<file path="src/design/bkts_pkg.sv">
`timescale 1ns / 1ps
package bkts_pkg;

   localparam int MaxWord = 10;
   localparam int MaxDepth = 255;
   localparam int LengthBits = 16;
   localparam int NumKeywords = 36;

   // token length never saturates above 16 bits
   localparam int LenBits = (LengthBits < 16) ? LengthBits : 16;

   typedef logic [LenBits-1:0] len_type;
   typedef logic [$clog2(MaxDepth+1)-1:0] depth_type;
   typedef logic [$clog2(MaxWord+1)-1:0] wlen_type;

   typedef enum logic [3:0] {
      PH_IDLE, PH_BODY, PH_ESC, PH_GAP, PH_MODS, PH_SKIP, PH_CR, PH_WORD,
      PH_PAREN_SPACE, PH_PAREN, PH_DECL_SPACE, PH_DECL_COLON, PH_DECL_NAME
   } phase_type;

   typedef enum logic [1:0] {KW_CALL, KW_SPACED, KW_CLASS, KW_MODULE} kw_kind_type;

   localparam logic [2:0] KIND_TRANS = 3'd2;
   localparam logic [2:0] KIND_CALL = 3'd4;
   localparam logic [2:0] KIND_CLASS = 3'd5;
   localparam logic [2:0] KIND_MODULE = 3'd6;

   // keyword lookup result
   typedef struct packed {
      logic        hit;
      kw_kind_type kind;
   } kw_hit_type;

   typedef logic [MaxWord*7-1:0] word_type;

   function automatic logic [79:0] kw_text(input int i);
      case (i)
         0: kw_text = "all";         1: kw_text = "any";
         2: kw_text = "background";  3: kw_text = "case";
         4: kw_text = "chomp";       5: kw_text = "class";
         6: kw_text = "count";       7: kw_text = "default";
         8: kw_text = "delete";      9: kw_text = "deprecated";
         10: kw_text = "drop";       11: kw_text = "exists";
         12: kw_text = "final";      13: kw_text = "find";
         14: kw_text = "first";      15: kw_text = "foldl";
         16: kw_text = "foldr";      17: kw_text = "inherits";
         18: kw_text = "iterate";    19: kw_text = "map";
         20: kw_text = "module";     21: kw_text = "new";
         22: kw_text = "pop";        23: kw_text = "private";
         24: kw_text = "public";     25: kw_text = "push";
         26: kw_text = "returns";    27: kw_text = "select";
         28: kw_text = "shift";      29: kw_text = "splice";
         30: kw_text = "static";     31: kw_text = "take";
         32: kw_text = "takeuntil";  33: kw_text = "takewhile";
         34: kw_text = "trim";       default: kw_text = "unshift";
      endcase
   endfunction

   function automatic kw_kind_type kw_kind(input int i);
      case (i)
         5: kw_kind = KW_CLASS;
         20: kw_kind = KW_MODULE;
         7, 9, 24, 26, 30: kw_kind = KW_SPACED;
         default: kw_kind = KW_CALL;
      endcase
   endfunction

   function automatic logic is_wstart(input logic [7:0] c);
      is_wstart = (c >= "a" && c <= "z") || (c >= "A" && c <= "Z") || c == "_";
   endfunction

   function automatic logic is_kspace(input logic [7:0] c);
      is_kspace = c == " " || c == 8'h09 || c == 8'h0d;
   endfunction

endpackage

</file>
<file path="src/design/bkts_kw_match.sv">
`timescale 1ns / 1ps
module bkts_kw_match (
   input  bkts_pkg::word_type   word,
   input  bkts_pkg::wlen_type   word_len,
   output bkts_pkg::kw_hit_type result
);
   import bkts_pkg::*;

   // compare the gathered word against every keyword in parallel;
   // both the word and the keyword text hold their last character lowest
   always_comb begin
      logic [79:0] t;
      logic        same;
      int          tl;
      result = '0;
      for (int i = 0; i < NumKeywords; i++) begin
         t = kw_text(i);
         tl = 0;
         for (int k = 0; k < 10; k++)
            if (t[k*8 +: 8] != 8'd0) tl = k + 1;
         same = (int'(word_len) == tl);
         for (int k = 0; k < 10; k++)
            if (k < tl && word[k*7 +: 7] != t[k*8 +: 7]) same = 1'b0;
         if (same && !result.hit) begin
            result.hit = 1'b1;
            result.kind = kw_kind(i);
         end
      end
   end
endmodule

</file>
<file path="src/design/brace_regex_and_keyword_token_scanner.sv">
`timescale 1ns / 1ps
// A result is registered and appears in the cycle after the character that ends the scan.
// Throughput: one character per cycle while no result waits untaken; the next-state logic is
// a single pass over the scan state and the character, with the keyword compare done in parallel.
// A result that waits untaken stalls the input; a new transaction enters on the cycle it is taken.
// Reset: synchronous, active high; returns to idle with no pending result.
module brace_regex_and_keyword_token_scanner (
   input  logic        clock,
   input  logic        reset,
   input  logic        req_tvalid,
   output logic        req_tready,
   input  logic [23:0] req_tdata,  // start_req, valid_mask[8:1], ch[16:9], at_end[17]
   output logic        rsp_tvalid,
   input  logic        rsp_tready,
   output logic [23:0] rsp_tdata   // accepted, token_kind[3:1], token_length[19:4]
);
   import bkts_pkg::*;

   phase_type   phase_ff, phase_in;
   logic [7:0]  allowed_ff, allowed_in;
   logic [1:0]  rkind_ff, rkind_in;
   depth_type   depth_ff, depth_in;
   logic        second_ff, second_in;
   word_type    word_ff, word_in;
   wlen_type    wlen_ff, wlen_in;
   len_type     len_ff, len_in;
   logic [2:0]  decl_ff, decl_in;
   logic        vld_ff;
   logic [19:0] out_ff, out_in;
   logic        emit;
   kw_hit_type  kw;

   wire         take = req_tvalid && req_tready;
   wire         start = req_tdata[0];
   wire [7:0]   mask = req_tdata[8:1];
   wire         at_end = req_tdata[17];
   wire [7:0]   c = at_end ? 8'd0 : req_tdata[16:9];

   assign req_tready = !vld_ff || rsp_tready;
   assign rsp_tvalid = vld_ff;
   assign rsp_tdata = {4'd0, out_ff};

   bkts_kw_match u_kw (.word(word_ff), .word_len(wlen_ff), .result(kw));

   always_comb begin
      logic [2:0]  n;
      logic        go, ok;
      logic [2:0]  kind;
      len_type     l;
      phase_type   p;
      phase_in = phase_ff; allowed_in = allowed_ff; rkind_in = rkind_ff;
      depth_in = depth_ff; second_in = second_ff; word_in = word_ff;
      wlen_in = wlen_ff; l = len_ff; decl_in = decl_ff;
      emit = 1'b0; ok = 1'b0; kind = '0;
      n = 3'(mask[0]) + 3'(mask[1]) + 3'(mask[2]) + 3'(mask[3]);
      p = phase_ff;
      if (start) begin
         depth_in = depth_type'(1); second_in = 1'b0; wlen_in = '0; l = '0;
         if (n == 3'd1) begin
            allowed_in = mask; p = PH_BODY;
            rkind_in = mask[0] ? 2'd0 : mask[1] ? 2'd1 : mask[2] ? 2'd2 : 2'd3;
         end else begin
            allowed_in = (n == 3'd0) ? mask : (mask & 8'he0);
            rkind_in = '0; p = PH_SKIP;
         end
      end
      // the word phase only consults the registered word when no restart occurs
      go = 1'b1;
      for (int s = 0; s < 4; s++) begin
         if (go) begin
            go = 1'b0;
            case (p)
               PH_BODY: begin
                  if (at_end) emit = 1'b1;
                  else begin
                     if (l != '1) l = l + 1'b1;
                     if (c == "\\") p = PH_ESC;
                     else if (c == "{") begin
                        if (depth_in >= depth_type'(MaxDepth)) emit = 1'b1;
                        else depth_in = depth_in + 1'b1;
                     end else if (c == "}") begin
                        depth_in = depth_in - 1'b1;
                        if (depth_in == '0) begin
                           if ((rkind_in == 2'd1 || rkind_in == 2'd2) && !second_in)
                              p = PH_GAP;
                           else if (rkind_in == 2'd2) begin
                              emit = 1'b1; ok = 1'b1; kind = KIND_TRANS;
                           end else p = PH_MODS;
                        end
                     end
                  end
               end
               PH_ESC: begin
                  if (at_end) emit = 1'b1;
                  else begin
                     if (l != '1) l = l + 1'b1;
                     p = PH_BODY;
                  end
               end
               PH_GAP: begin
                  if (c == " " || c == 8'h09 || c == 8'h0d || c == 8'h0a) begin
                     if (l != '1) l = l + 1'b1;
                  end else if (c != "{") emit = 1'b1;
                  else begin
                     if (l != '1) l = l + 1'b1;
                     second_in = 1'b1; depth_in = depth_type'(1); p = PH_BODY;
                  end
               end
               PH_MODS: begin
                  if (c == "i" || c == "m" || c == "s" || c == "x" || c == "u" ||
                      c == "U" || (rkind_in != 2'd0 && c == "g")) begin
                     if (l != '1) l = l + 1'b1;
                  end else begin
                     emit = 1'b1; ok = 1'b1; kind = {1'b0, rkind_in};
                  end
               end
               PH_SKIP: begin
                  if (c == " " || (c >= 8'd9 && c <= 8'd13)) begin
                     if (allowed_in[7] && c == 8'h0a) emit = 1'b1;
                     else if (allowed_in[7] && c == 8'h0d) p = PH_CR;
                  end else if (!is_wstart(c)) emit = 1'b1;
                  else begin p = PH_WORD; go = 1'b1; end
               end
               PH_CR: begin
                  if (c == 8'h0a) emit = 1'b1;
                  else begin p = PH_SKIP; go = 1'b1; end
               end
               PH_WORD: begin
                  if (wlen_in != '0 && !(is_wstart(c) || (c >= "0" && c <= "9"))) begin
                     // wlen_in nonzero implies no restart, so kw reflects word_ff
                     l = len_type'(wlen_in);
                     if (!kw.hit) emit = 1'b1;
                     else if (kw.kind == KW_CALL || kw.kind == KW_SPACED) begin
                        if (!allowed_in[4]) emit = 1'b1;
                        else begin
                           p = (kw.kind == KW_SPACED) ? PH_PAREN_SPACE : PH_PAREN;
                           go = 1'b1;
                        end
                     end else begin
                        if (!(kw.kind == KW_CLASS ? allowed_in[5] : allowed_in[6]) ||
                            !is_kspace(c)) emit = 1'b1;
                        else begin
                           decl_in = (kw.kind == KW_CLASS) ? KIND_CLASS : KIND_MODULE;
                           p = PH_DECL_SPACE; go = 1'b1;
                        end
                     end
                  end else if (wlen_in >= wlen_type'(MaxWord)) emit = 1'b1;
                  else begin
                     word_in = {word_in[MaxWord*7-8:0], c[6:0]};
                     wlen_in = wlen_in + 1'b1;
                  end
               end
               PH_PAREN_SPACE: begin
                  if (!is_kspace(c)) begin p = PH_PAREN; go = 1'b1; end
               end
               PH_PAREN: begin
                  emit = 1'b1; ok = (c == "("); kind = KIND_CALL;
               end
               PH_DECL_SPACE: begin
                  if (!is_kspace(c)) begin
                     if (decl_in == KIND_CLASS && c == ":") p = PH_DECL_COLON;
                     else begin p = PH_DECL_NAME; go = 1'b1; end
                  end
               end
               PH_DECL_COLON: begin
                  if (c != ":") emit = 1'b1;
                  else p = PH_DECL_NAME;
               end
               PH_DECL_NAME: begin
                  emit = 1'b1; ok = is_wstart(c); kind = decl_in;
               end
               default: p = PH_IDLE;
            endcase
         end
      end
      phase_in = emit ? PH_IDLE : p;
      len_in = l;
      out_in = ok ? {16'(l), kind, 1'b1} : 20'd0;
   end

   always_ff @(posedge clock) begin
      if (reset) begin
         phase_ff <= PH_IDLE; allowed_ff <= '0; rkind_ff <= '0; depth_ff <= '0;
         second_ff <= 1'b0; wlen_ff <= '0; len_ff <= '0; decl_ff <= '0;
         vld_ff <= 1'b0;
      end else begin
         if (take && emit) vld_ff <= 1'b1;
         else if (rsp_tready) vld_ff <= 1'b0;
         if (take) begin
            phase_ff <= phase_in; allowed_ff <= allowed_in; rkind_ff <= rkind_in;
            depth_ff <= depth_in; second_ff <= second_in; wlen_ff <= wlen_in;
            len_ff <= len_in; decl_ff <= decl_in;
         end
      end
   end

   always_ff @(posedge clock) begin
      if (take) word_ff <= word_in;
      if (take && emit) out_ff <= out_in;
   end

   a_emit_idle: assert property (@(posedge clock) disable iff (reset)
      take && emit |=> phase_ff == PH_IDLE && rsp_tvalid) else $error("emit not idle");
   a_reject_zero: assert property (@(posedge clock) disable iff (reset)
      rsp_tvalid && !rsp_tdata[0] |-> rsp_tdata[19:1] == '0) else $error("reject fields");
   a_word_len: assert property (@(posedge clock) disable iff (reset)
      wlen_ff <= wlen_type'(MaxWord)) else $error("word overflow");
endmodule

</file>
<file path="config.mk">
export PLATFORM = sky130hd
export DESIGN_NAME = brace_regex_and_keyword_token_scanner
export DESIGN_NICKNAME = d
export VERILOG_FILES = /design/src/design/bkts_pkg.sv /design/src/design/bkts_kw_match.sv /design/src/design/brace_regex_and_keyword_token_scanner.sv
export SDC_FILE = /design/constraint.sdc
export NUM_CORES = 1
export LEC_CHECK = 0
export CAP_MARGIN = 25
export CORE_MARGIN = 1.5
export CORE_UTILIZATION = 65
export DETAILED_ROUTE_END_ITERATION = 10
export DONT_BUFFER_PORTS = 1
export GPL_TIMING_DRIVEN = 0
export PLACE_DENSITY = 0.81
export SLEW_MARGIN = 10
export SYNTH_ARGS = -nofsm -noshare
export SYNTH_HDL_FRONTEND = slang
export SYNTH_SLANG_ARGS = --single-unit
export TNS_END_PERCENT = 30
</file>
<file path="constraint.sdc">
create_clock -name clock -period 19.1 [get_ports clock]
set_input_delay 1.91 -clock clock [delete_from_list [all_inputs] [get_ports clock]]
set_output_delay 1.91 -clock clock [all_outputs]
set_load 0.005 [all_outputs]
</file>
==> impl_metrics.env <==
export IMPL_grt_start_max_net_pins=45
export IMPL_endpoint_kind="register"
export IMPL_cts_hold_buf=0
export IMPL_clk_latency_ns=0.46
export IMPL_cp_required_ns=19.28
export IMPL_status="completed"
export IMPL_synth_area_um2=11800
export IMPL_worstSetupStartpointType="input port"
export IMPL_numClockSinks=133
export IMPL_synth_commonest_cells="176 x nor2_1, 90 x edfxtp_1, 88 x nand2_1"
export IMPL_routabilityCongestion=1.13
export IMPL_synth_async_reset_ratio_pct=0
export IMPL_cts_root_buf="clkbuf_16"
export IMPL_syn_area_per_cell_um2=8.31
export IMPL_post_cts_buffers=0
export IMPL_synthFlopType="edfxtp_1"
export IMPL_leakagePower_nw=4.12
export IMPL_path_delay_family="buffers and inverters"
export IMPL_slowest_delay_ns=0.66
export IMPL_synthCells=1425
export IMPL_max_cap_violations=0
export IMPL_tns_ns=0
export IMPL_drive_gt1_share_pct=11.1
export IMPL_grt_overflow_total=0
export IMPL_yosysWarnings=0
export IMPL_worst_path_buf_inv=9
export IMPL_worstPathCellList="buf_2, buf_1, clkbuf_1, buf_1, clkbuf_1, clkbuf_1, buf_1, nand2_1, o22ai_1, inv_1, ha_1, o21ai_0, and4b_1, or4b_1, nand3b_2, o21ai_1, a21oi_1, and2_4, a311oi_1, or2_2, o211ai_4, nand3_4, buf_6, mux2_1"
export IMPL_grt_usage_pct=46.1
export IMPL_fin_skew_ns=0.0221
export IMPL_die_h_um=138
export IMPL_synth_most_common_cell="nor2_1"
export IMPL_fin_nets=1498
export IMPL_grt_pass1_vias=11700
export IMPL_vias=12900
export IMPL_drt_iter0_markers=2560
export IMPL_post_cts_resized=0
export IMPL_clk_pin_slew_ns=0.06
export IMPL_ys_ff_latch=133
export IMPL_postRouteAntennaNets=0
export IMPL_hold_viol=0
export IMPL_antenna_found_initial=0
export IMPL_start_util_pct=66.1
export IMPL_pin_count=54
export IMPL_coreArea_um2=17900
export IMPL_slew_headroom_pct=17.4
export IMPL_power_density_nw_per_um2=68.7
export IMPL_dp_hpwl_um=32000
export IMPL_io_buffers=0
export IMPL_dr_pass1_iters=8
export IMPL_cts_buffers=17
export IMPL_hold_path_class="register to register"
export IMPL_maxSlewViolCount=0
export IMPL_cts_tree="done"
export IMPL_ir_drop_v=0.0000982
export IMPL_syn_to_final_growth_pct=8.00
export IMPL_cp_max_fo=10
export IMPL_dieWidth_um=138
export IMPL_synth_edff_count=90
export IMPL_synth_top_cell_area_share_pct=22.8
export IMPL_fin_crit_ns=9.91
export IMPL_synth_cell_types=93
export IMPL_tightest_slew_ns=1.23
export IMPL_htreeDepth=4
export IMPL_synth_area_leader_cell="edfxtp_1"
export IMPL_yosysSeqAreaShare_pct=30.1
export IMPL_dieArea_um2=19000
export IMPL_grt_pass1_wl_um=66300
export IMPL_setup_viol=0
export IMPL_drc=0
export IMPL_grt_setup_unrepaired="no"
export IMPL_holdWs_ns=0.456
export IMPL_timing_fmax_mhz=101
export IMPL_finalWirelength_um=44100
export IMPL_criticalPathCategory="input port to register"
export IMPL_period_share_pct=51.9
export IMPL_wl_per_cell_um=26.0
export IMPL_cts_buffer_depth=2
export IMPL_rows=49
export IMPL_crit_arrival_ns=10.09
export IMPL_cpMaxStageDelayCell="clkbuf_1"
export IMPL_synthTopCellsByArea="edfxtp_1 23%, dfxtp_1 7.3%, mux2_4 6.6%"
export IMPL_viasPerCell=7.59
==> worst paths after layout <==
kind / startpoint / end / slack, ns / depth (start not counted)
worst min register to register: len_ff[10] / len_ff[10] / 0.46 / 2
worst max register to register: wlen_ff[0] / word_ff[68] / 11.96 / 25
worst min-delay path: len_ff[10] / len_ff[10] / 0.46 / 2
worst max-delay path: req_tdata[0] / word_ff[68] / 9.19 / 24
==> through the flow <==
stage	area, um2	worst slack (ns)	util [%]	instances	total power, W
5_1_grt	12800	8.91	71.4	1693	0.000897
3_3_place_gp	12100	9.25	67.8	1657	0.000524
4_1_cts	12800	9.64	71.3	1691	0.000864
3_5_place_dp	12200	9.33	68.0	1659	0.000531
2_1_floorplan	11800	11.35	-	1428	0.000478
6_report	12800	9.19	71.4	1694	0.000878
==> sequential cells by signal, indices dropped and copies added, names as in the netlist, 2 cells and up <==
name        flops
allowed_ff      4
depth_ff        8
decl_ff         3
phase_ff        4
word_ff        70
wlen_ff         4
len_ff         16
rkind_ff        2
out_ff         20
==> layer usage <==
metal,share of wire [%],GRT usage (%)
met3,15,13.9
met4,4.5,19.8
met1,39,65.0
met5,0,0
met2,41,64.9
==> cell families after synthesis <==
logic type | count (synthesis) | share of synthesized area, %
other | 1 | 0.0317
muxes | 87 | 9.72
adders and majority gates | 19 | 2.07
AOI/OAI and AO/OA | 300 | 17.3
and+or+nand+nor | 735 | 35.0
xor gates and xnor gates | 7 | 0.518
buffers and inverters | 143 | 5.23
DFF | 133 | 30.1
==> cell usage in the layout, fill, tap and decap left out, types with 9 or more instances in the layout <==
master / instances
or2_2: 9
o211ai_1: 9
and3_1: 16
nor2_1: 175
or4_1: 9
edfxtp_1: 90
or3_1: 13
a211oi_1: 30
a31oi_1: 11
ha_1: 18
nor4_1: 54
mux2_2: 9
nand2b_1: 25
buf_2: 9
and2_1: 14
o21ai_0: 46
or3b_2: 11
nand3_1: 70
a21boi_0: 10
nor3_1: 55
nor2b_1: 40
mux2i_1: 20
nand2_1: 88
o22ai_1: 11
nand4b_1: 26
dfxtp_1: 43
clkbuf_1: 73
clkbuf_16: 17
inv_1: 43
a21oi_1: 72
mux2_4: 52
nand4_1: 46
nand3b_1: 21
==> report_power, final <==
part	switching (W)	total, W	internal, W
Combinational	0.000119	0.000184	0.0000649
Sequential	0.0000228	0.000355	0.000332
Clock	0.000164	0.000339	0.000175
==> worst min-delay path, cell delays in order (launching register included) <==
cell and delay (ns):
dfxtp_1 0.31, nand2_1 0.05, a21oi_1 0.05
==> final cells by class <==
class                   instances  area [um2]
repair buffers                  4        47.5
clock buffers                  17         425
clock inverters                15         155
plain buffers                 100         462
diodes                          1        2.50
flip-flops and latches        133        3560
fillers                      1363        5120
inverters                      43         161
multi-input cells            1152        7680
well taps                     229         287
Note: power is estimated with default switching activity, not from simulation.
